### src/hdl/led_packet_to_mono_block_decoder_top_assert.svh
// Assertion macros shared by the LED packet decoder modules.
// Each macro expects clk and rst to be visible where it is used.
`ifndef LED_PACKET_TO_MONO_BLOCK_DECODER_TOP_ASSERT_SVH
`define LED_PACKET_TO_MONO_BLOCK_DECODER_TOP_ASSERT_SVH

// Check a property on every clock edge outside reset.
`define LED2M_ASSERT(lbl, prop, msg) \
  lbl: assert property (@(posedge clk) disable iff (rst) (prop)) else $error(msg);

// Check that a condition in one cycle leads to a consequence in the next.
`define LED2M_ASSERT_NEXT(lbl, ante, cons, msg) \
  lbl: assert property (@(posedge clk) disable iff (rst) (ante) |=> (cons)) else $error(msg);

`endif

### src/hdl/led2m_pkg.sv
// Package for the LED packet to mono block decoder: payload types, codes, defaults.
// No dependencies; used by every module of the block.
`timescale 1ns / 1ps

package led2m_pkg;

  localparam int unsigned MAX_READ_BYTES_DEF = 1500;
  localparam int unsigned MAX_CELLS_DEF      = 256;

  localparam logic [10:0] INDEXED_LENGTH = 11'd1026;
  localparam logic [10:0] LENGTH_SAT     = 11'd2047;
  localparam logic [7:0]  THRESHOLD_RST  = 8'd40;

  // Configuration register indexes
  localparam logic REG_TARGET_SENDER = 1'b0;
  localparam logic REG_ON_THRESHOLD  = 1'b1;

  // Result kinds
  localparam logic [1:0] KIND_START = 2'd0;
  localparam logic [1:0] KIND_CELL  = 2'd1;
  localparam logic [1:0] KIND_END   = 2'd2;

  // Packet modes held in the front end
  localparam logic [1:0] MODE_IDLE    = 2'd0;
  localparam logic [1:0] MODE_INDEXED = 2'd1;
  localparam logic [1:0] MODE_SEQ     = 2'd2;
  localparam logic [1:0] MODE_CTRL    = 2'd3;

  typedef struct packed {
    logic [7:0]  data_byte;
    logic [10:0] packet_length;
    logic [31:0] sender_addr;
    logic        final_byte;
  } in_item_t;

  typedef struct packed {
    logic [1:0] kind;
    logic [1:0] decode_mode;
    logic [4:0] cell_col;
    logic [2:0] cell_row;
    logic       cell_on;
    logic [2:0] fb_page;
    logic [6:0] fb_column;
    logic       upper_nibble;
    logic       last_result;
  } out_item_t;

  // One queued work entry: the first result, optionally followed by a frame end.
  typedef struct packed {
    logic [1:0] first_kind;
    logic       add_end;
    logic [1:0] decode_mode;
    logic [7:0] led_index;
    logic [9:0] color_sum;
  } work_t;

endpackage

### src/hdl/led2m_front.sv
// Front end: accepts packet bytes, tracks packet state and builds work entries.
// Depends on led2m_pkg and the assertion macro header.
`timescale 1ns / 1ps
`include "led_packet_to_mono_block_decoder_top_assert.svh"

module led2m_front #(
  parameter int unsigned MAX_READ_BYTES = led2m_pkg::MAX_READ_BYTES_DEF,
  parameter int unsigned MAX_CELLS      = led2m_pkg::MAX_CELLS_DEF
) (
  input  logic                clk,
  input  logic                rst,
  input  logic                byte_valid,
  output logic                byte_stall,
  input  led2m_pkg::in_item_t byte_data,
  input  logic [31:0]         target_sender,
  input  logic                queue_full,
  output logic                push,
  output led2m_pkg::work_t    push_data
);

  localparam logic [10:0] MaxRead  = 11'(MAX_READ_BYTES);
  localparam logic [8:0]  MaxCells = 9'(MAX_CELLS);

  logic [10:0] byte_position, byte_position_next;
  logic [1:0]  packet_mode, packet_mode_next;
  logic [1:0]  group_byte_index, group_byte_index_next;
  logic [7:0]  led_index, led_index_next;
  logic [9:0]  color_sum, color_sum_next;
  logic [8:0]  cells_done, cells_done_next;

  logic        accept;
  logic        has_result;
  logic [10:0] eff_len;
  logic [1:0]  mode_now;
  logic [9:0]  sum_add;

  assign byte_stall = queue_full;
  assign accept     = byte_valid && !byte_stall;
  assign push       = accept && has_result;

  always_comb begin
    byte_position_next    = byte_position;
    packet_mode_next      = packet_mode;
    group_byte_index_next = group_byte_index;
    led_index_next        = led_index;
    color_sum_next        = color_sum;
    cells_done_next       = cells_done;
    has_result            = 1'b0;
    push_data.first_kind  = led2m_pkg::KIND_CELL;
    push_data.add_end     = 1'b0;
    push_data.led_index   = led_index;
    push_data.color_sum   = 10'd0;

    eff_len  = (byte_data.packet_length < MaxRead) ? byte_data.packet_length : MaxRead;
    sum_add  = color_sum + {2'b00, byte_data.data_byte};
    mode_now = packet_mode;

    if (byte_position == 11'd0) begin
      // First byte: decide the packet
      group_byte_index_next = 2'd0;
      led_index_next        = 8'd0;
      color_sum_next        = 10'd0;
      cells_done_next       = 9'd0;
      mode_now              = led2m_pkg::MODE_IDLE;
      if ((target_sender == 32'd0 || byte_data.sender_addr == target_sender) &&
          eff_len > 11'd2) begin
        if (eff_len == led2m_pkg::INDEXED_LENGTH || byte_data.data_byte == 8'd0 ||
            byte_data.data_byte == 8'd1) begin
          mode_now = led2m_pkg::MODE_INDEXED;
        end else if (byte_data.data_byte == 8'd2) begin
          mode_now = led2m_pkg::MODE_SEQ;
        end else begin
          mode_now = led2m_pkg::MODE_CTRL;
        end
        has_result           = 1'b1;
        push_data.first_kind = led2m_pkg::KIND_START;
      end
      packet_mode_next = mode_now;
    end else if (byte_position >= 11'd2 && byte_position < eff_len &&
                 (packet_mode == led2m_pkg::MODE_INDEXED ||
                  packet_mode == led2m_pkg::MODE_SEQ) &&
                 cells_done < MaxCells) begin
      if (packet_mode == led2m_pkg::MODE_INDEXED) begin
        if (group_byte_index == 2'd0) begin
          led_index_next        = byte_data.data_byte;
          color_sum_next        = 10'd0;
          group_byte_index_next = 2'd1;
        end else if (group_byte_index == 2'd3) begin
          has_result            = 1'b1;
          push_data.color_sum   = sum_add;
          cells_done_next       = cells_done + 9'd1;
          group_byte_index_next = 2'd0;
          color_sum_next        = 10'd0;
        end else begin
          color_sum_next        = sum_add;
          group_byte_index_next = group_byte_index + 2'd1;
        end
      end else begin
        if (group_byte_index >= 2'd2) begin
          has_result            = 1'b1;
          push_data.led_index   = cells_done[7:0];
          push_data.color_sum   = sum_add;
          cells_done_next       = cells_done + 9'd1;
          group_byte_index_next = 2'd0;
          color_sum_next        = 10'd0;
        end else begin
          color_sum_next        = sum_add;
          group_byte_index_next = group_byte_index + 2'd1;
        end
      end
    end

    push_data.decode_mode = mode_now - 2'd1;

    if (byte_data.final_byte) begin
      // Close the packet; drop any partial group
      if (mode_now != led2m_pkg::MODE_IDLE) begin
        if (has_result) begin
          push_data.add_end = 1'b1;
        end else begin
          has_result           = 1'b1;
          push_data.first_kind = led2m_pkg::KIND_END;
        end
      end
      byte_position_next    = 11'd0;
      packet_mode_next      = led2m_pkg::MODE_IDLE;
      group_byte_index_next = 2'd0;
      led_index_next        = 8'd0;
      color_sum_next        = 10'd0;
      cells_done_next       = 9'd0;
    end else if (byte_position != led2m_pkg::LENGTH_SAT) begin
      byte_position_next = byte_position + 11'd1;
    end
  end

  always_ff @(posedge clk) begin
    if (rst) begin
      byte_position    <= 11'd0;
      packet_mode      <= led2m_pkg::MODE_IDLE;
      group_byte_index <= 2'd0;
      led_index        <= 8'd0;
      color_sum        <= 10'd0;
      cells_done       <= 9'd0;
    end else if (accept) begin
      byte_position    <= byte_position_next;
      packet_mode      <= packet_mode_next;
      group_byte_index <= group_byte_index_next;
      led_index        <= led_index_next;
      color_sum        <= color_sum_next;
      cells_done       <= cells_done_next;
    end
  end

  `LED2M_ASSERT(a_idle_clean, packet_mode != led2m_pkg::MODE_IDLE || (cells_done == 9'd0 && group_byte_index == 2'd0), "idle packet holds group state")
  `LED2M_ASSERT_NEXT(a_final_rewinds, accept && byte_data.final_byte, byte_position == 11'd0 && packet_mode == led2m_pkg::MODE_IDLE, "final byte did not close the packet")

endmodule

### src/hdl/led2m_queue.sv
// Two-entry queue of work entries between the front end and the back end.
// Depends on led2m_pkg and the assertion macro header.
`timescale 1ns / 1ps
`include "led_packet_to_mono_block_decoder_top_assert.svh"

module led2m_queue (
  input  logic             clk,
  input  logic             rst,
  input  logic             push,
  input  led2m_pkg::work_t push_data,
  input  logic             pop,
  output logic             full,
  output logic             head_valid,
  output led2m_pkg::work_t head_data
);

  led2m_pkg::work_t entries [2];
  logic             wr_ptr;
  logic             rd_ptr;
  logic [1:0]       count;

  assign full       = (count == 2'd2);
  assign head_valid = (count != 2'd0);
  assign head_data  = entries[rd_ptr];

  always_ff @(posedge clk) begin
    if (push) begin
      entries[wr_ptr] <= push_data;
    end
  end

  always_ff @(posedge clk) begin
    if (rst) begin
      wr_ptr <= 1'b0;
      rd_ptr <= 1'b0;
      count  <= 2'd0;
    end else begin
      if (push) begin
        wr_ptr <= ~wr_ptr;
      end
      if (pop) begin
        rd_ptr <= ~rd_ptr;
      end
      if (push && !pop) begin
        count <= count + 2'd1;
      end else if (pop && !push) begin
        count <= count - 2'd1;
      end
    end
  end

  `LED2M_ASSERT(a_queue_bounds, !(push && full) && !(pop && !head_valid) && count != 2'd3, "queue overrun or underrun")

endmodule

### src/hdl/led2m_back.sv
// Back end: expands work entries into result transactions and maps cells to the display.
// Depends on led2m_pkg and the assertion macro header.
`timescale 1ns / 1ps
`include "led_packet_to_mono_block_decoder_top_assert.svh"

module led2m_back (
  input  logic                 clk,
  input  logic                 rst,
  input  logic                 head_valid,
  input  led2m_pkg::work_t     head_data,
  output logic                 pop,
  input  logic [7:0]           on_threshold,
  output logic                 result_valid,
  input  logic                 result_stall,
  output led2m_pkg::out_item_t result_data
);

  logic                 phase;
  logic                 load;
  led2m_pkg::out_item_t item;
  logic [9:0]           on_limit;
  logic [1:0]           cur_kind;

  assign load = !result_valid || !result_stall;
  assign pop  = load && head_valid && (phase || !head_data.add_end);

  // avg = sum/3 exceeds thr exactly when sum exceeds 3*thr + 2
  assign on_limit = {1'b0, on_threshold, 1'b0} + {2'b00, on_threshold} + 10'd2;

  always_comb begin
    cur_kind = phase ? led2m_pkg::KIND_END : head_data.first_kind;
    item              = '0;
    item.kind         = cur_kind;
    item.decode_mode  = head_data.decode_mode;
    item.last_result  = phase || !head_data.add_end;
    if (cur_kind == led2m_pkg::KIND_CELL) begin
      // Panels run in reverse order; rows are flipped within a panel
      item.cell_col     = {~head_data.led_index[7:6], head_data.led_index[5:3]};
      item.cell_row     = ~head_data.led_index[2:0];
      item.cell_on      = head_data.color_sum > on_limit;
      item.fb_page      = 3'd2 + {1'b0, item.cell_row[2:1]};
      item.fb_column    = {item.cell_col, 2'b00};
      item.upper_nibble = item.cell_row[0];
    end
  end

  always_ff @(posedge clk) begin
    if (load) begin
      result_data <= item;
    end
  end

  always_ff @(posedge clk) begin
    if (rst) begin
      result_valid <= 1'b0;
      phase        <= 1'b0;
    end else if (load) begin
      result_valid <= head_valid;
      if (head_valid) begin
        phase <= !phase && head_data.add_end;
      end
    end
  end

  `LED2M_ASSERT(a_phase_has_end, !phase || (head_valid && head_data.add_end), "second result without an entry that needs it")

endmodule

### src/hdl/led_packet_to_mono_block_decoder_top.sv
// Top level of the LED packet to mono block decoder: configuration registers and wiring.
// Depends on led2m_pkg, led2m_front, led2m_queue and led2m_back.
`timescale 1ns / 1ps

// Packet bytes enter at one per cycle while the queue is not full. The front end decides
// each packet on its first byte, gathers colour groups and queues one work entry per byte
// that yields results; a two-entry queue decouples it from the back end, which maps cells
// to the 32x8 matrix and the framebuffer and presents results through an output register.
// A byte yields at most two results (a frame start or cell update, then a frame end); the
// back end presents one result per cycle while result_stall is low, so bytes that yield
// two results can fill the queue. Configuration writes are always accepted.
module led_packet_to_mono_block_decoder_top #(
  parameter int unsigned MAX_READ_BYTES = led2m_pkg::MAX_READ_BYTES_DEF,
  parameter int unsigned MAX_CELLS      = led2m_pkg::MAX_CELLS_DEF
) (
  input  logic                 clk,
  input  logic                 rst,
  input  logic                 byte_valid,
  output logic                 byte_stall,
  input  led2m_pkg::in_item_t  byte_data,
  output logic                 result_valid,
  input  logic                 result_stall,
  output led2m_pkg::out_item_t result_data,
  input  logic                 cfg_valid,
  output logic                 cfg_ready,
  input  logic                 cfg_index,
  input  logic [31:0]          cfg_data
);

  logic [31:0]      target_sender;
  logic [7:0]       on_threshold;
  logic             push;
  led2m_pkg::work_t push_data;
  logic             pop;
  logic             queue_full;
  logic             head_valid;
  led2m_pkg::work_t head_data;

  assign cfg_ready = 1'b1;

  always_ff @(posedge clk) begin
    if (rst) begin
      target_sender <= 32'd0;
      on_threshold  <= led2m_pkg::THRESHOLD_RST;
    end else if (cfg_valid && cfg_ready) begin
      unique case (cfg_index)
        led2m_pkg::REG_TARGET_SENDER: target_sender <= cfg_data;
        led2m_pkg::REG_ON_THRESHOLD:  on_threshold  <= cfg_data[7:0];
        default: ;
      endcase
    end
  end

  led2m_front #(
    .MAX_READ_BYTES(MAX_READ_BYTES),
    .MAX_CELLS     (MAX_CELLS)
  ) u_front (
    .clk          (clk),
    .rst          (rst),
    .byte_valid   (byte_valid),
    .byte_stall   (byte_stall),
    .byte_data    (byte_data),
    .target_sender(target_sender),
    .queue_full   (queue_full),
    .push         (push),
    .push_data    (push_data)
  );

  led2m_queue u_queue (
    .clk       (clk),
    .rst       (rst),
    .push      (push),
    .push_data (push_data),
    .pop       (pop),
    .full      (queue_full),
    .head_valid(head_valid),
    .head_data (head_data)
  );

  led2m_back u_back (
    .clk         (clk),
    .rst         (rst),
    .head_valid  (head_valid),
    .head_data   (head_data),
    .pop         (pop),
    .on_threshold(on_threshold),
    .result_valid(result_valid),
    .result_stall(result_stall),
    .result_data (result_data)
  );

endmodule
### config.mk
export PLATFORM = sky130hd
export DESIGN_NAME = led_packet_to_mono_block_decoder_top
export DESIGN_NICKNAME = d
export VERILOG_FILES = /design/src/hdl/led2m_pkg.sv /design/src/hdl/led2m_front.sv /design/src/hdl/led2m_queue.sv /design/src/hdl/led2m_back.sv /design/src/hdl/led_packet_to_mono_block_decoder_top.sv
export VERILOG_INCLUDE_DIRS = /design/src /design/src/hdl
export SDC_FILE = /design/constraint.sdc
export NUM_CORES = 1
export LEC_CHECK = 0
export ABC_AREA = 1
export BUFFER_PORTS_ARGS = -buffer_cell sky130_fd_sc_hd__buf_2
export CORE_UTILIZATION = 30
export CTS_BUF_LIST = sky130_fd_sc_hd__clkbuf_8
export CTS_CLUSTER_DIAMETER = 150
export DETAILED_ROUTE_END_ITERATION = 8
export PLACE_DENSITY = 0.44
export SLEW_MARGIN = 20
export SYNTH_ARGS = -nofsm -noshare
export SYNTH_HDL_FRONTEND = slang
export SYNTH_SLANG_ARGS = --single-unit
### constraint.sdc
create_clock -name clk -period 7.7 [get_ports clk]
set_clock_uncertainty 0.1 [all_clocks]
set_input_delay 0.77 -clock clk [delete_from_list [all_inputs] [get_ports clk]]
set_output_delay 0.77 -clock clk [all_outputs]
set_load 0.01 [all_outputs]
# Yosys cells after proc, flatten, opt, wreduce, memory -nomap -nowiden
# Memories as Yosys holds them, arrays and structs flattened. A register that Yosys moved wholly into a read port is not among the register bits.
# Cells that the tools add are included.
# Widths: inputs -> output; s select.
dict set report totals {
  memories 1
  latch_bits 0
  output_inout_bits 28
  mem_bits_rw 46
  reg_bits 108
  in_bits 90
  romBits 0
}
# name words width read_ports rd_ports_with_merged_regs wr line_no
set mem_list {}
lappend mem_list {u_queue.entries 2 23 1 1 1 led2m_queue.sv:17} ;# led2m_pkg::work_t entries [2];
dict set report op_classes {
  bitwise 5
  mux 63
  n_shift 0
  n_lt_le_gt_ge 7
  reduce_logical 43
  mul 0
  n_div 0
  add_sub_neg 10
  n_eq_ne 12
}
# cell count
set ops {}
lappend ops {{$mux 10} 10}
lappend ops {{$mux 9} 7}
lappend ops {{$mux 18} 3}
lappend ops {{$mux 8} 6}
lappend ops {{$mux 11} 3}
lappend ops {{$eq 32x32->1} 1}
lappend ops {{$logic_not 32->1} 1}
lappend ops {{$mux 2} 16}
lappend ops {{$mux 1} 16}
lappend ops {{$add 11x1->11 const B} 1}
lappend ops {{$eq 11x11->1 const B} 1}
lappend ops {{$ge 11x2->1 const B} 1}
lappend ops {{$gt 11x2->1 const B} 1}
lappend ops {{$logic_and 1x1->1} 11}
lappend ops {{$logic_not 11->1} 1}
lappend ops {{$lt 11x11->1} 1}
lappend ops {{$lt 11x11->1 const B} 1}
lappend ops {{$ne 11x11->1 const B} 1}
lappend ops {{$add 10x2->10 const B} 1}
lappend ops {{$add 10x8->10} 1}
lappend ops {{$add 9x8->10} 1}
lappend ops {{$gt 10x10->1} 1}
lappend ops {{$reduce_and 2->1} 5}
lappend ops {{$add 9x1->9 const B} 1}
lappend ops {{23 further kinds} 48}

# Longest topological paths before layout
# Gate-level depths: netlist of run 1.
dict set report logic_depth {
  depth_word 16
  depth_mapped 23
  ltp_nobuf 23
}

# Hierarchy
# From an unflattened synthesis of run 1, not the netlist that was laid out.
dict set report unflattened {
  cells_unflattened 1111
  hier_area_um2 8876.0
}
# module seq_area_each_um2 area_per_inst_um2 instances cells_each
set modules_own_cells {}
lappend modules_own_cells {led2m_front 840.8 3970.1 1 608}
lappend modules_own_cells {led2m_queue 1481.4 1889.3 1 104}
lappend modules_own_cells {led_packet_to_mono_block_decoder_top 800.8 1676.6 1 246}
lappend modules_own_cells {led2m_back 490.5 1340.0 1 153}

# Least setup slack after synthesis of run 1
# No wires, ideal clock.
dict set report synth_timing {
  path_type {input to register}
  startpoint {in byte_data[42] (netlist bit)}
  endpoint {mem u_queue.entries[0][0] (netlist bit) (enable)}
  cell_stages 16
  arrival_time_ns 3.351
  setup_slack_ns 3.846
  n_path_buf 0
  path_cell_list {inv_2 > nand2_1 > nor2_1 > nand2_2 > nand2_4 > nor2_1 > ha_1 > a21oi_1 > nor2_1 > o21ai_1 > nand3_1 > nor2_1 > nand3_1 > nand3_1 > nand2_1 > nor2_1}
}
dict set report synth_between {
  elab_chain_len 14
  elab_cells_between_ends 23
}
# element line_no
set synth_rtl {}
lappend synth_rtl {{from (decl)} led_packet_to_mono_block_decoder_top.sv:20} ;# input led2m_pkg::in_item_t byte_data,
lappend synth_rtl {{$lt 11x11->1} led2m_front.sv:54} ;# eff_len = (byte_data.packet_length < MaxRead) ? byte_data.packet_length : MaxRead;
lappend synth_rtl {{$mux 11 (*)} led2m_front.sv:54}
lappend synth_rtl {{parallel branches: the longest is 8 deep, another holds $lt 11x11->1} -}
lappend synth_rtl {{$mux 1 (*)} led2m_front.sv:115} ;# if (byte_data.final_byte) begin
lappend synth_rtl {{$logic_and 1x1->1 (*)} led2m_front.sv:39} ;# assign push = accept && has_result;
lappend synth_rtl {{$mux 1 (*)} led2m_queue.sv:27} ;# if (push) begin
lappend synth_rtl {{$mux 1 (not written as such) (*)} led2m_queue.sv:28} ;# entries[wr_ptr] <= push_data;
lappend synth_rtl {{to (decl)} led2m_queue.sv:17}
# Mark *: on every way between the ends.

# Final worst setup path of run 1
dict set report layout_timing {
  startpoint {in byte_data[42] (netlist bit)}
  endpoint {mem u_queue.entries[1][21] (netlist bit) (enable)}
}
# Same word-level chain as after synthesis.

==> flow_metrics.tcl, run 1 <==
set metrics [dict create \
    status "finished clean" \
    cts_resized 0 \
    cts_sinks 150 \
    drv_slew 0 \
    area_growth_syn_to_layout_pct 15.7 \
    worst_voltage_drop_across_the_vdd_grid_v 0.0000965 \
    synth_top_area_cell "sky130_fd_sc_hd__edfxtp_1" \
    antenna_found_initial 0 \
    clock_tree.buffer_depth 2 \
    die_width_microns 169 \
    floorplan.core_area_sq_um 27100 \
    clock_edge_transition_at_the_registers_on_the_reported_setup_and_hold_paths_ns 0.10 \
    worstSetupStartpointType "primary input" \
    power_frac_clock 0.295 \
    worst_hold_path_type "flop to flop" \
    timing.setup.tns_ns 0 \
    share_seq_of_total_power 0.445 \
    starting_density_of_the_core 0.308 \
    drt_pre_antenna_iters 4 \
    seq_area_frac_synth 0.433 \
    ys_async_sr_fraction 0 \
    final_hold_viol_count 0 \
    layout_worst_path_cycle_share 0.466 \
    pwr_density_cell_nw_per_um2 228 \
    floorplan.io_pins 118 \
    crit_path_cell_trace "buf_2 > inv_2 > nand2_1 > nor2_1 > nand2_2 > nand2_4 > nor2_1 > ha_1 > a21oi_1 > nor2_1 > o21ai_1 > nand3_1 > nor2_1 > nand3_1 > nand3_1 > nand3_1 > inv_1" \
    floorplan.die_area_sq_um 28500 \
    crit_fanout 23 \
    avgViaCountPerCell 4.45 \
    routedLengthMet1_mm 10.2 \
    layout.area.seq_sq_um 3610 \
    worst_ep_arrival_time_ns 3.57 \
    synth.area.top_cells "sky130_fd_sc_hd__edfxtp_1, sky130_fd_sc_hd__dfxtp_1, sky130_fd_sc_hd__nand2_1, sky130_fd_sc_hd__ha_1, sky130_fd_sc_hd__nor2_1" \
    clkLatencyLatePin_ns 0.47 \
    core.rowCount 60 \
    detail_route.wirelength_mm 20.6 \
    dr.max_layer_used "met4" \
    multiInputGateArea_sq_um 4070 \
    cts.htree.levels 4 \
    period_needed_ns 3.59 \
    cell_internal_pwr_w 0.00139 \
    grt_pass1_vias 6437 \
    cap_viol_max_count 0 \
    fillers 2908 \
    end_kind "flop" \
    worst_ep_required_time_ns 7.68 \
    leakagePower_nw 4.24 \
    syn_area_per_cell_sq_um 7.74 \
    comb_power_share 0.260 \
    syn-cell-area_sq_um 8340 \
    io_buffers 114 \
    tritoncts "yes" \
    count_of_unresolved_drc_violations_after_routing 0 \
    ctsRootBufferMaster "sky130_fd_sc_hd__clkbuf_8" \
    count_of_flip_flops_with_a_built_in_enable_after_synthesis 61 \
    clock.fmax_ghz 0.279 \
    die_h_microns 169 \
    cts_inserted_buffers 17 \
    grt_pass1_wl_mm 33.1 \
    cts_hold_buf 0 \
    critPathTopFamily "simple AND/OR/NAND/NOR gates" \
    crit_buf_inv 3 \
    num-nets-final 1327 \
    drtIter0Drc 333 \
    master_of_the_slowest_instance_on_the_critical_path "sky130_fd_sc_hd__inv_1" \
    dp_hpwl_mm 15.2 \
    globalRouteOverflowTotal 0 \
    met3WireLength_microns 864 \
    net-switching-power_w 0.000810 \
    grt_start_max_net_pins 50 \
    detailroute.via_count 6969 \
    wl_per_cell_microns 13.2 \
    timing.setup.critical_path_class "primary input to flop" \
    synth_top_area_frac 0.220 \
    setup_viol 0 \
    post-synth-top-count-cell "sky130_fd_sc_hd__nand2_1" \
    count_of_different_cell_masters_after_synthesis 46 \
    fin_worst_hold_slack_ns 0.376 \
    routabilityCongestion 0.809 \
    postCtsSetupRepairBufs 0 \
    register_to_register_setup_slack_ns 4.33 \
    detail-route-antenna-nets 0 \
    netlist_top_cells_count "sky130_fd_sc_hd__nand2_1, sky130_fd_sc_hd__nor2_1, sky130_fd_sc_hd__inv_1" \
    slew_headroom 0.375 \
    worst_slew_pin_slew_ns 0.936 \
    synthCells 1078 \
    yosysWarningCount 0 \
    fraction_of_final_layout_cells_with_drive_strength_greater_than_1 0.150 \
    groute.usage.overall 0.149 \
    swShare 0.368 \
    rsz0062_at_grt "false" \
    ys_seq_elements 150 \
    met2_wirelength_mm 9.35 \
    ys_dominant_reg_cell "sky130_fd_sc_hd__dfxtp_1" \
    largest_incremental_delay_on_the_critical_path_ns 0.70 \
]
==> path summary, 6_finish.rpt <==
check / to / cells after the start / startpoint
worst max register to register: u_queue.entries[1][21] / 13 / u_front.byte_position[0]
worst max-delay path: u_queue.entries[1][21] / 17 / byte_data[42]
worst min register to register: u_front.cells_done[8] / 2 / u_front.cells_done[8]
worst min-delay path: u_front.cells_done[8] / 2 / u_front.cells_done[8]
==> layer usage <==
metal  up-vias  track usage
met1      3107        0.203
met4         0       0.0324
li1       3722            -
met2       131        0.237
met3         9       0.0348
met5         -            0
==> layout make-up <==
type,count,area share
multi-input cells,770,0.422
repair buffers,119,0.0630
flip-flops and latches,150,0.375
clock inverters,15,0.0201
well taps,372,0.0483
inverters,121,0.0471
diodes,1,0.000259
clock buffers,17,0.0243
==> cell families after synthesis <==
kind of cell / after synthesis / synth area share
flops: 150 / 0.433
mux: 2 / 0.00240
xor+xnor: 27 / 0.0284
simple gates: 509 / 0.257
other cells: 2 / 0.000901
fa+ha+maj: 58 / 0.0888
buf+inv: 159 / 0.0794
compound gates: 171 / 0.110
==> power groups by stage <==
stage | logic (W) | registers, W | clock network, W
3_3_place_gp | 0.000583 | 0.00100 | 0
2_1_floorplan | 0.000408 | 0.00100 | 0
6_report | 0.000572 | 0.000980 | 0.000649
4_1_cts | 0.000585 | 0.000984 | 0.000677
5_1_grt | 0.000657 | 0.000995 | 0.000705
3_5_place_dp | 0.000583 | 0.00100 | 0
==> flip-flops by register name, summed over array words and instances, names as in the netlist, named ones only <==
signal and flops:
u_back.result_data 15, u_queue.rd_ptr 1, u_queue.entries 46, u_front.led_index 8, u_back.result_valid 1, u_queue.wr_ptr 1
u_back.phase 1, u_front.group_byte_index 2, u_front.byte_position 11, u_queue.count 2, u_front.cells_done 9, u_front.color_sum 10
u_front.packet_mode 2, target_sender 32, on_threshold 8
==> layout by cell type (no fill, tap or decap), drive strengths merged, types with 2 or more instances in the layout <==
cell type  count
dfxtp         89
nand3b         3
inv          127
a211oi         2
o21bai         2
and3           2
nor4          10
o2111ai        2
nand2        263
nor3          12
nand3         51
fa             2
clkinv         9
clkbuf        17
edfxtp        61
mux2i          2
conb           3
nand4         14
or2            2
xnor2         18
o21ai         69
a21oi         90
ha            56
buf          119
nor2         151
xor2           9
==> stage by stage <==
stage | power, W | area [sq um] | std cells | worst slack (ns) | util
6_report | 0.00220 | 9650 | 1565 | 4.11 | 0.356
5_1_grt | 0.00236 | 9640 | 1564 | 3.88 | 0.356
4_1_cts | 0.00225 | 9640 | 1564 | 4.16 | 0.356
3_5_place_dp | 0.00158 | 9210 | 1532 | 3.64 | 0.340
3_3_place_gp | 0.00158 | 9210 | 1532 | 3.65 | 0.340
2_1_floorplan | 0.00141 | 8340 | 1079 | 3.85 | -
==> worst min-delay path, delay by kind of cell (launching register included) <==
family                 cells  cell delay, ns
flip-flops                 1            0.33
AO/OA/AOI/OAI              1            0.06
buffers and inverters      1            0.05
Power figures use the tool's default switching activity.
==> run 2: changes to the inputs <==
--- a/config.mk
+++ b/config.mk
@@ -12,7 +12,7 @@
 export CTS_BUF_LIST = sky130_fd_sc_hd__clkbuf_8
 export CTS_CLUSTER_DIAMETER = 150
 export DETAILED_ROUTE_END_ITERATION = 8
-export PLACE_DENSITY = 0.44
+export PLACE_DENSITY = 0.46
 export SLEW_MARGIN = 20
 export SYNTH_ARGS = -nofsm -noshare
 export SYNTH_HDL_FRONTEND = slang
==> constraint.sdc (replaced) <==
create_clock -name clk -period 3.2 [get_ports clk]
set_clock_uncertainty 0.1 [all_clocks]
set_input_delay 0.32 -clock clk [delete_from_list [all_inputs] [get_ports clk]]
set_output_delay 0.32 -clock clk [all_outputs]
set_load 0.01 [all_outputs]
==> run 2 against run 1 <==
Compared with the run above:
- clock power up 140%
- die area unchanged
- total power up 140%
- critical path depth unchanged
- worst hold slack worse by 0.35 ns
- global-route usage up 0.49 points
==> flow_metrics.tcl, run 2 (synthesis gave the netlist of run 1 again) <==
set metrics [dict create \
    worst_voltage_drop_across_the_vdd_grid_v 0.000246 \
    area_growth_syn_to_layout_pct 19.7 \
    m1_gr_usage 0.208 \
    globalRouteOverflowTotal 0 \
    swShare 0.349 \
    worst_ep_required_time_ns 3.43 \
    die_width_microns 169 \
    dp_worst_setup_slack_ns 0.0532 \
    cts_inserted_buffers 17 \
    gr-usage-met3 0.0295 \
    drt_pre_antenna_iters 5 \
    io_buffers 114 \
    grt_pass1_vias 6734 \
    groute.usage.overall 0.154 \
    final_hold_viol_count 0 \
    routabilityCongestion 0.815 \
    final_cell_area_sq_um 9980 \
    postCtsSetupRepairBufs 0 \
    timing.setup.critical_path_class "flop to flop" \
    postLayoutCoreUtil 0.368 \
    floorplan.io_pins 118 \
    cell_internal_pwr_w 0.00351 \
    largest-register "u_queue.entries" \
    end_kind "flop" \
    layout.area.seq_sq_um 3610 \
    worstSetupStartpointType "flop" \
    floorplan.die_area_sq_um 28500 \
    core.rowCount 60 \
    count_of_unresolved_drc_violations_after_routing 0 \
    status "finished clean" \
    grt_start_max_net_pins 50 \
    floorplan.core_area_sq_um 27100 \
    placed_area_sq_um 9350 \
    fraction_of_final_layout_cells_with_drive_strength_greater_than_1 0.164 \
    period_needed_ns 2.98 \
    busiest_layer "met2" \
    drtIter0Drc 345 \
    cap_viol_max_count 0 \
    clock.fmax_ghz 0.335 \
    setup_viol 0 \
    share_seq_of_total_power 0.431 \
    clock_tree.buffer_depth 2 \
    fin_worst_hold_slack_ns 0.0310 \
    detail-route-antenna-nets 0 \
    antenna_found_initial 1 \
    postLayoutSetupSlackWorst_ns 0.219 \
    net-switching-power_w 0.00188 \
    globalRouteMet2Util 0.250 \
    clkLatencyLatePin_ns 0.46 \
    layout_worst_path_cycle_share 0.931 \
    largest_register_ffs 46 \
    reg.largest.list "u_queue.entries x46, target_sender x32, u_back.result_data x15" \
    cts_sinks 150 \
    crit_fanout 3 \
    worst_hold_path_type "primary input to flop" \
    power_frac_clock 0.292 \
    timing.setup.tns_ns 0 \
    comb_power_share 0.278 \
    starting_density_of_the_core 0.308 \
    slew_headroom 0.500 \
    grt_pass1_wl_mm 34.6 \
    dp_hpwl_mm 15.6 \
    clock_edge_transition_at_the_registers_on_the_reported_setup_and_hold_paths_ns 0.10 \
    mostFrequentLayoutCells "sky130_fd_sc_hd__nand2_1, sky130_fd_sc_hd__nor2_1, sky130_fd_sc_hd__inv_1, sky130_fd_sc_hd__buf_2, sky130_fd_sc_hd__dfxtp_1" \
    multiInputGateArea_sq_um 4110 \
    num_antenna_cells 0 \
    pwr_density_cell_nw_per_um2 540 \
    avgViaCountPerCell 4.42 \
    wl_per_cell_microns 13.1 \
    worst_ep_arrival_time_ns 3.21 \
    fillers 2895 \
    drv_slew 0 \
    detail_route.wirelength_mm 21.0 \
    detailroute.via_count 7051 \
    die_h_microns 169 \
    leakagePower_nw 4.40 \
    num-nets-final 1359 \
    cts.htree.levels 4 \
    worst_slew_pin_slew_ns 0.749 \
    ctsRootBufferMaster "sky130_fd_sc_hd__clkbuf_8" \
    mostFrequentLayoutCell "sky130_fd_sc_hd__nand2_1" \
    tritoncts "yes" \
]
## run 2: changes by cell type in the layout (fill, tap and decap cells not counted), sizes merged
cell,change
clkinv,-1
dlygate4sd3,+17
diode,-1
inv,-1
bufinv,+2
buf,+15
## run 2: worst max-delay path, cell delays in order, from the launching register on
cell and delay (ns):
sky130_fd_sc_hd__dfxtp_1 0.35, sky130_fd_sc_hd__inv_1 0.06, sky130_fd_sc_hd__ha_1 0.18, sky130_fd_sc_hd__inv_1 0.05, sky130_fd_sc_hd__ha_1 0.15, sky130_fd_sc_hd__inv_1 0.05, sky130_fd_sc_hd__fa_1 0.42, sky130_fd_sc_hd__o21ai_2 0.19
sky130_fd_sc_hd__nand2_1 0.07, sky130_fd_sc_hd__nand2_1 0.06, sky130_fd_sc_hd__a21oi_1 0.07, sky130_fd_sc_hd__xor2_1 0.15, sky130_fd_sc_hd__ha_1 0.27, sky130_fd_sc_hd__nand2_1 0.09, sky130_fd_sc_hd__nor2_2 0.13, sky130_fd_sc_hd__o211ai_1 0.09
sky130_fd_sc_hd__a221o_1 0.34, sky130_fd_sc_hd__inv_1 0.05
## run 2: final timing paths
check	from	end	slack (ns)	cells after the start
max reg2reg	on_threshold[0]	u_back.result_data[12]	0.22	17
min reg2reg	u_front.color_sum[0]	u_front.color_sum[0]	0.37	2
max	on_threshold[0]	u_back.result_data[12]	0.22	17
min	cfg_data[24]	target_sender[24]	0.03	3
## run 2: timing repair
item,4_1_cts,5_1_grt
setup endpoints to repair,0,2
endpoints found under the hold margin,17,0
gates resized for setup,0,12
hold buffers,17,0
## run 2: area by class of cell
class,count,area share
Clock buffer,17,0.0234
Timing Repair Buffer,151,0.0918
Multi-Input combinational cell,770,0.412
Clock inverter,15,0.0188
Inverter,121,0.0455
Tap cell,372,0.0466
Sequential cell,150,0.362
## run 2: power groups by stage
stage / Sequential [W] / Combinational (W) / Clock, W
floorplan: 0.00242 / 0.000983 / 0
global placement: 0.00236 / 0.00148 / 0
detailed placement: 0.00237 / 0.00148 / 0
CTS: 0.00232 / 0.00151 / 0.00164
global route: 0.00235 / 0.00173 / 0.00171
finish: 0.00232 / 0.00150 / 0.00157
## run 2: layer usage
layer  wire length [microns]  part of all wire
met1                   10400              0.50
met2                    9710              0.46
met3                     625             0.030
met4                     182            0.0087
met5                       0                 0
## run 2: metrics by stage
stage / power (W) / std cells
6_report: 0.00539 / 1596
5_1_grt: 0.00579 / 1596
4_1_cts: 0.00547 / 1596
3_5_place_dp: 0.00385 / 1547
3_3_place_gp: 0.00384 / 1547
2_1_floorplan: 0.00340 / 1079
==> run 3: changes to the inputs <==
--- a/config.mk
+++ b/config.mk
@@ -16,4 +16,5 @@
 export SLEW_MARGIN = 20
 export SYNTH_ARGS = -nofsm -noshare
 export SYNTH_HDL_FRONTEND = slang
+export SYNTH_HIERARCHICAL = 1
 export SYNTH_SLANG_ARGS = --single-unit
==> run 3 against run 2 <==
Compared with the run above:
- non-clock buffer count down 15
- clock power down 6%
- cell count up 1.8%
- core utilization down 1.3 points
- setup slack better by 0.065 ns
- clock-buffer cell count unchanged
- first-iteration DRC count down 16%
- register-to-register slack better by 0.06 ns
- worst hold slack better by 0.020 ns
- maximum frequency up 2.2%
- critical path type unchanged
- critical endpoint is now u_queue/entries[1][3]
==> flow_metrics.tcl, run 3 <==
set metrics [dict create \
    status "finished clean" \
    floorplan.die_area_sq_um 30300 \
    mostFrequentLayoutCells "sky130_fd_sc_hd__nand2_1, sky130_fd_sc_hd__nor2_1, sky130_fd_sc_hd__inv_1" \
    floorplan.core_area_sq_um 28900 \
    worst_hold_path_type "primary input to flop" \
    count_of_unresolved_drc_violations_after_routing 0 \
    antenna_found_initial 0 \
    count_of_different_cell_masters_after_synthesis 49 \
    mostFrequentLayoutCell "sky130_fd_sc_hd__nand2_1" \
    grt_start_max_net_pins 33 \
    cts_sinks 150 \
    timing.setup.tns_ns 0 \
    yosysWarningCount 6 \
    stdcell_count 1624 \
    cell_internal_pwr_w 0.00349 \
    timing.setup.critical_path_class "flop to flop" \
    clock.fmax_ghz 0.343 \
    drv_slew 0 \
    layout_worst_path_cycle_share 0.911 \
    min-delay-start "cfg_data[2]" \
    netlist_top_cells_count "sky130_fd_sc_hd__nand2_1, sky130_fd_sc_hd__nor2_1, sky130_fd_sc_hd__inv_1" \
    die_width_microns 174 \
    share_seq_of_total_power 0.433 \
    net-switching-power_w 0.00200 \
    worst_ep_arrival_time_ns 2.98 \
    ctsRootBufferMaster "sky130_fd_sc_hd__clkbuf_8" \
    groute.usage.overall 0.151 \
    timing.critical_path.mode_cell "sky130_fd_sc_hd__nand2_1" \
    io_buffers 114 \
    largest_register_ffs 46 \
    clkLatencyLatePin_ns 0.46 \
    avgViaCountPerCell 4.48 \
    worst_voltage_drop_across_the_vdd_grid_v 0.000208 \
    rr_startpoint "target_sender[28]" \
    placedCellCount 1589 \
    die_h_microns 174 \
    worstReg2RegEnd "u_queue/entries[1][3]" \
    count_of_flip_flops_with_a_built_in_enable_after_synthesis 61 \
    ys_dominant_reg_cell "sky130_fd_sc_hd__dfxtp_1" \
    worstHoldPathCells 3 \
    ys_seq_elements 150 \
    synthCells 1111 \
    num_antenna_cells 0 \
    area_growth_syn_to_layout_pct 15.6 \
    period_needed_ns 2.92 \
    core.rowCount 62 \
    crit_fanout 11 \
    grt_pass1_wl_mm 36.1 \
    detail-route-antenna-nets 0 \
    fraction_of_final_layout_cells_with_drive_strength_greater_than_1 0.198 \
    final_hold_viol_count 0 \
    cap_viol_max_count 0 \
    clock_edge_transition_at_the_registers_on_the_reported_setup_and_hold_paths_ns 0.10 \
    worst_slew_pin_slew_ns 0.774 \
    worstSetupStartpointType "flop" \
    postLayoutCoreUtil 0.355 \
    largest-register "u_queue/entries" \
    globalRouteOverflowTotal 0 \
    drt_pre_antenna_iters 5 \
    seq_area_frac_synth 0.407 \
    end_kind "flop" \
    postLayoutSetupSlackWorst_ns 0.284 \
    ys_async_sr_fraction 0 \
    largest_incremental_delay_on_the_critical_path_ns 0.34 \
    num-nets-final 1376 \
    worst_hold_endpoint "on_threshold[2]" \
    cts.htree.levels 4 \
    synth_top_area_frac 0.206 \
    rsz0062_at_grt "false" \
    swShare 0.364 \
    reg2reg_depth 16 \
    crit_path_cell_trace "nor4_1 > nand2_1 > nor2_1 > nand2_1 > a21oi_2 > nand3_1 > nand2_1 > inv_1 > ha_1 > inv_1 > nand2_1 > a21oi_1 > buf_4 > nand2_1 > inv_1 > buf_12" \
    cp-startpoint "target_sender[28]" \
    post-synth-top-count-cell "sky130_fd_sc_hd__nand2_1" \
    power_frac_clock 0.270 \
    critPathTopFamily "simple AND/OR/NAND/NOR gates" \
    syn-cell-area_sq_um 8880 \
    crit_buf_inv 5 \
    pwr_density_cell_nw_per_um2 535 \
    synth_top_area_cell "sky130_fd_sc_hd__edfxtp_1" \
    detail_route.wirelength_mm 22.2 \
    dp_hpwl_mm 17.0 \
    cts_inserted_buffers 17 \
    synth.area.top_cells "sky130_fd_sc_hd__edfxtp_1, sky130_fd_sc_hd__dfxtp_1, sky130_fd_sc_hd__nand2_1, sky130_fd_sc_hd__ha_1, sky130_fd_sc_hd__nor2_1" \
    comb_power_share 0.297 \
    leakagePower_nw 4.51 \
    detailroute.via_count 7274 \
    routabilityCongestion 0.780 \
    grt_pass1_vias 7000 \
    tritoncts "yes" \
    timing.critical_path.depth 16 \
    floorplan.io_pins 118 \
    drtIter0Drc 289 \
    dp_worst_setup_slack_ns 0.0306 \
    master_of_the_slowest_instance_on_the_critical_path "sky130_fd_sc_hd__dfxtp_1" \
    syn_area_per_cell_sq_um 7.99 \
    slew_headroom 0.483 \
    reg.largest.list "u_queue/entries x46, target_sender x32, u_back/result_data x15" \
    clock_tree.buffer_depth 2 \
    wl_per_cell_microns 13.7 \
    worst_ep_required_time_ns 3.27 \
    register_to_register_setup_slack_ns 0.28 \
    setup_viol 0 \
    starting_density_of_the_core 0.307 \
]
==> run 3: worst reg2reg max path, cell delays in order, from the launching register on <==
cell	delay, ns
sky130_fd_sc_hd__dfxtp_1	0.34
sky130_fd_sc_hd__nor4_1	0.34
sky130_fd_sc_hd__nand2_1	0.09
sky130_fd_sc_hd__nor2_1	0.14
sky130_fd_sc_hd__nand2_1	0.13
sky130_fd_sc_hd__a21oi_2	0.19
sky130_fd_sc_hd__nand3_1	0.09
sky130_fd_sc_hd__nand2_1	0.09
sky130_fd_sc_hd__inv_1	0.11
sky130_fd_sc_hd__ha_1	0.21
sky130_fd_sc_hd__inv_1	0.05
sky130_fd_sc_hd__nand2_1	0.06
sky130_fd_sc_hd__a21oi_1	0.17
sky130_fd_sc_hd__buf_4	0.15
sky130_fd_sc_hd__nand2_1	0.05
sky130_fd_sc_hd__inv_1	0.15
sky130_fd_sc_hd__buf_12	0.16
==> run 3: power groups by stage <==
stage | clock network [W] | registers [W] | logic [W]
global placement | 0 | 0.00242 | 0.00165
CTS | 0.00154 | 0.00239 | 0.00167
finish | 0.00148 | 0.00238 | 0.00163
detailed placement | 0 | 0.00243 | 0.00165
floorplan | 0 | 0.00243 | 0.00121
global route | 0.00161 | 0.00242 | 0.00184
==> run 3: final cells by class <==
| class | count | area (sq um) |
|---|---|---|
| Clock inverter | 15 | 158 |
| Fill cell | 3082 | 18700 |
| Inverter | 145 | 549 |
| Multi-Input combinational cell | 777 | 4440 |
| Tap cell | 384 | 480 |
| Sequential cell | 150 | 3610 |
| Clock buffer | 17 | 234 |
| Timing Repair Buffer | 136 | 791 |
==> run 3: repair_timing <==
| item | 4_1_cts | 5_1_grt |
|---|---|---|
| hold buffers | 2 | 0 |
| resized for setup | 0 | 2 |
| setup endpoints to repair | 0 | 49 |
| endpoints found under the hold margin | 2 | 0 |
| buffers inserted | 0 | 1 |
==> run 3: routing by layer <==
| metal | wire [microns] | global-route usage |
|---|---|---|
| met5 | 0 | 0 |
| met4 | 471 | 0.0526 |
| met3 | 583 | 0.0254 |
| met2 | 10600 | 0.254 |
| met1 | 10500 | 0.194 |
==> run 3: how the worst max path moves through the flow <==
stage                     slack, ns                endpoint
final                          0.28   u_queue/entries[1][3]
after global routing           0.02   u_queue/entries[1][2]
after CTS                      0.18   u_queue/entries[1][0]
after detailed placement       0.03  u_queue/entries[1][13]
after global placement         0.09  u_queue/entries[1][13]
after floorplan                0.12   u_queue/entries[1][0]
==> run 3: per-stage QoR <==
stage / hold slack (ns) / power, W / area [sq um]
after floorplan: 0.289 / 0.00364 / 8890
after global placement: 0.349 / 0.00408 / 9840
after detailed placement: 0.356 / 0.00408 / 9840
after CTS: 0.0262 / 0.00559 / 10200
after global routing: 0.0343 / 0.00587 / 10300
final: 0.0511 / 0.00549 / 10300
==> run 3: logic make-up (layout without fill, tap and decap cells) <==
logic type | after synthesis | count (layout) | share of synthesized area
compound gates | 105 | 105 | 0.0684
xor+xnor | 40 | 40 | 0.0395
fa+ha+maj | 59 | 59 | 0.0849
other cells | 2 | 3 | 0.000846
simple gates | 547 | 547 | 0.275
buf+inv | 185 | 313 | 0.0951
flops | 150 | 150 | 0.407
mux | 23 | 23 | 0.0292
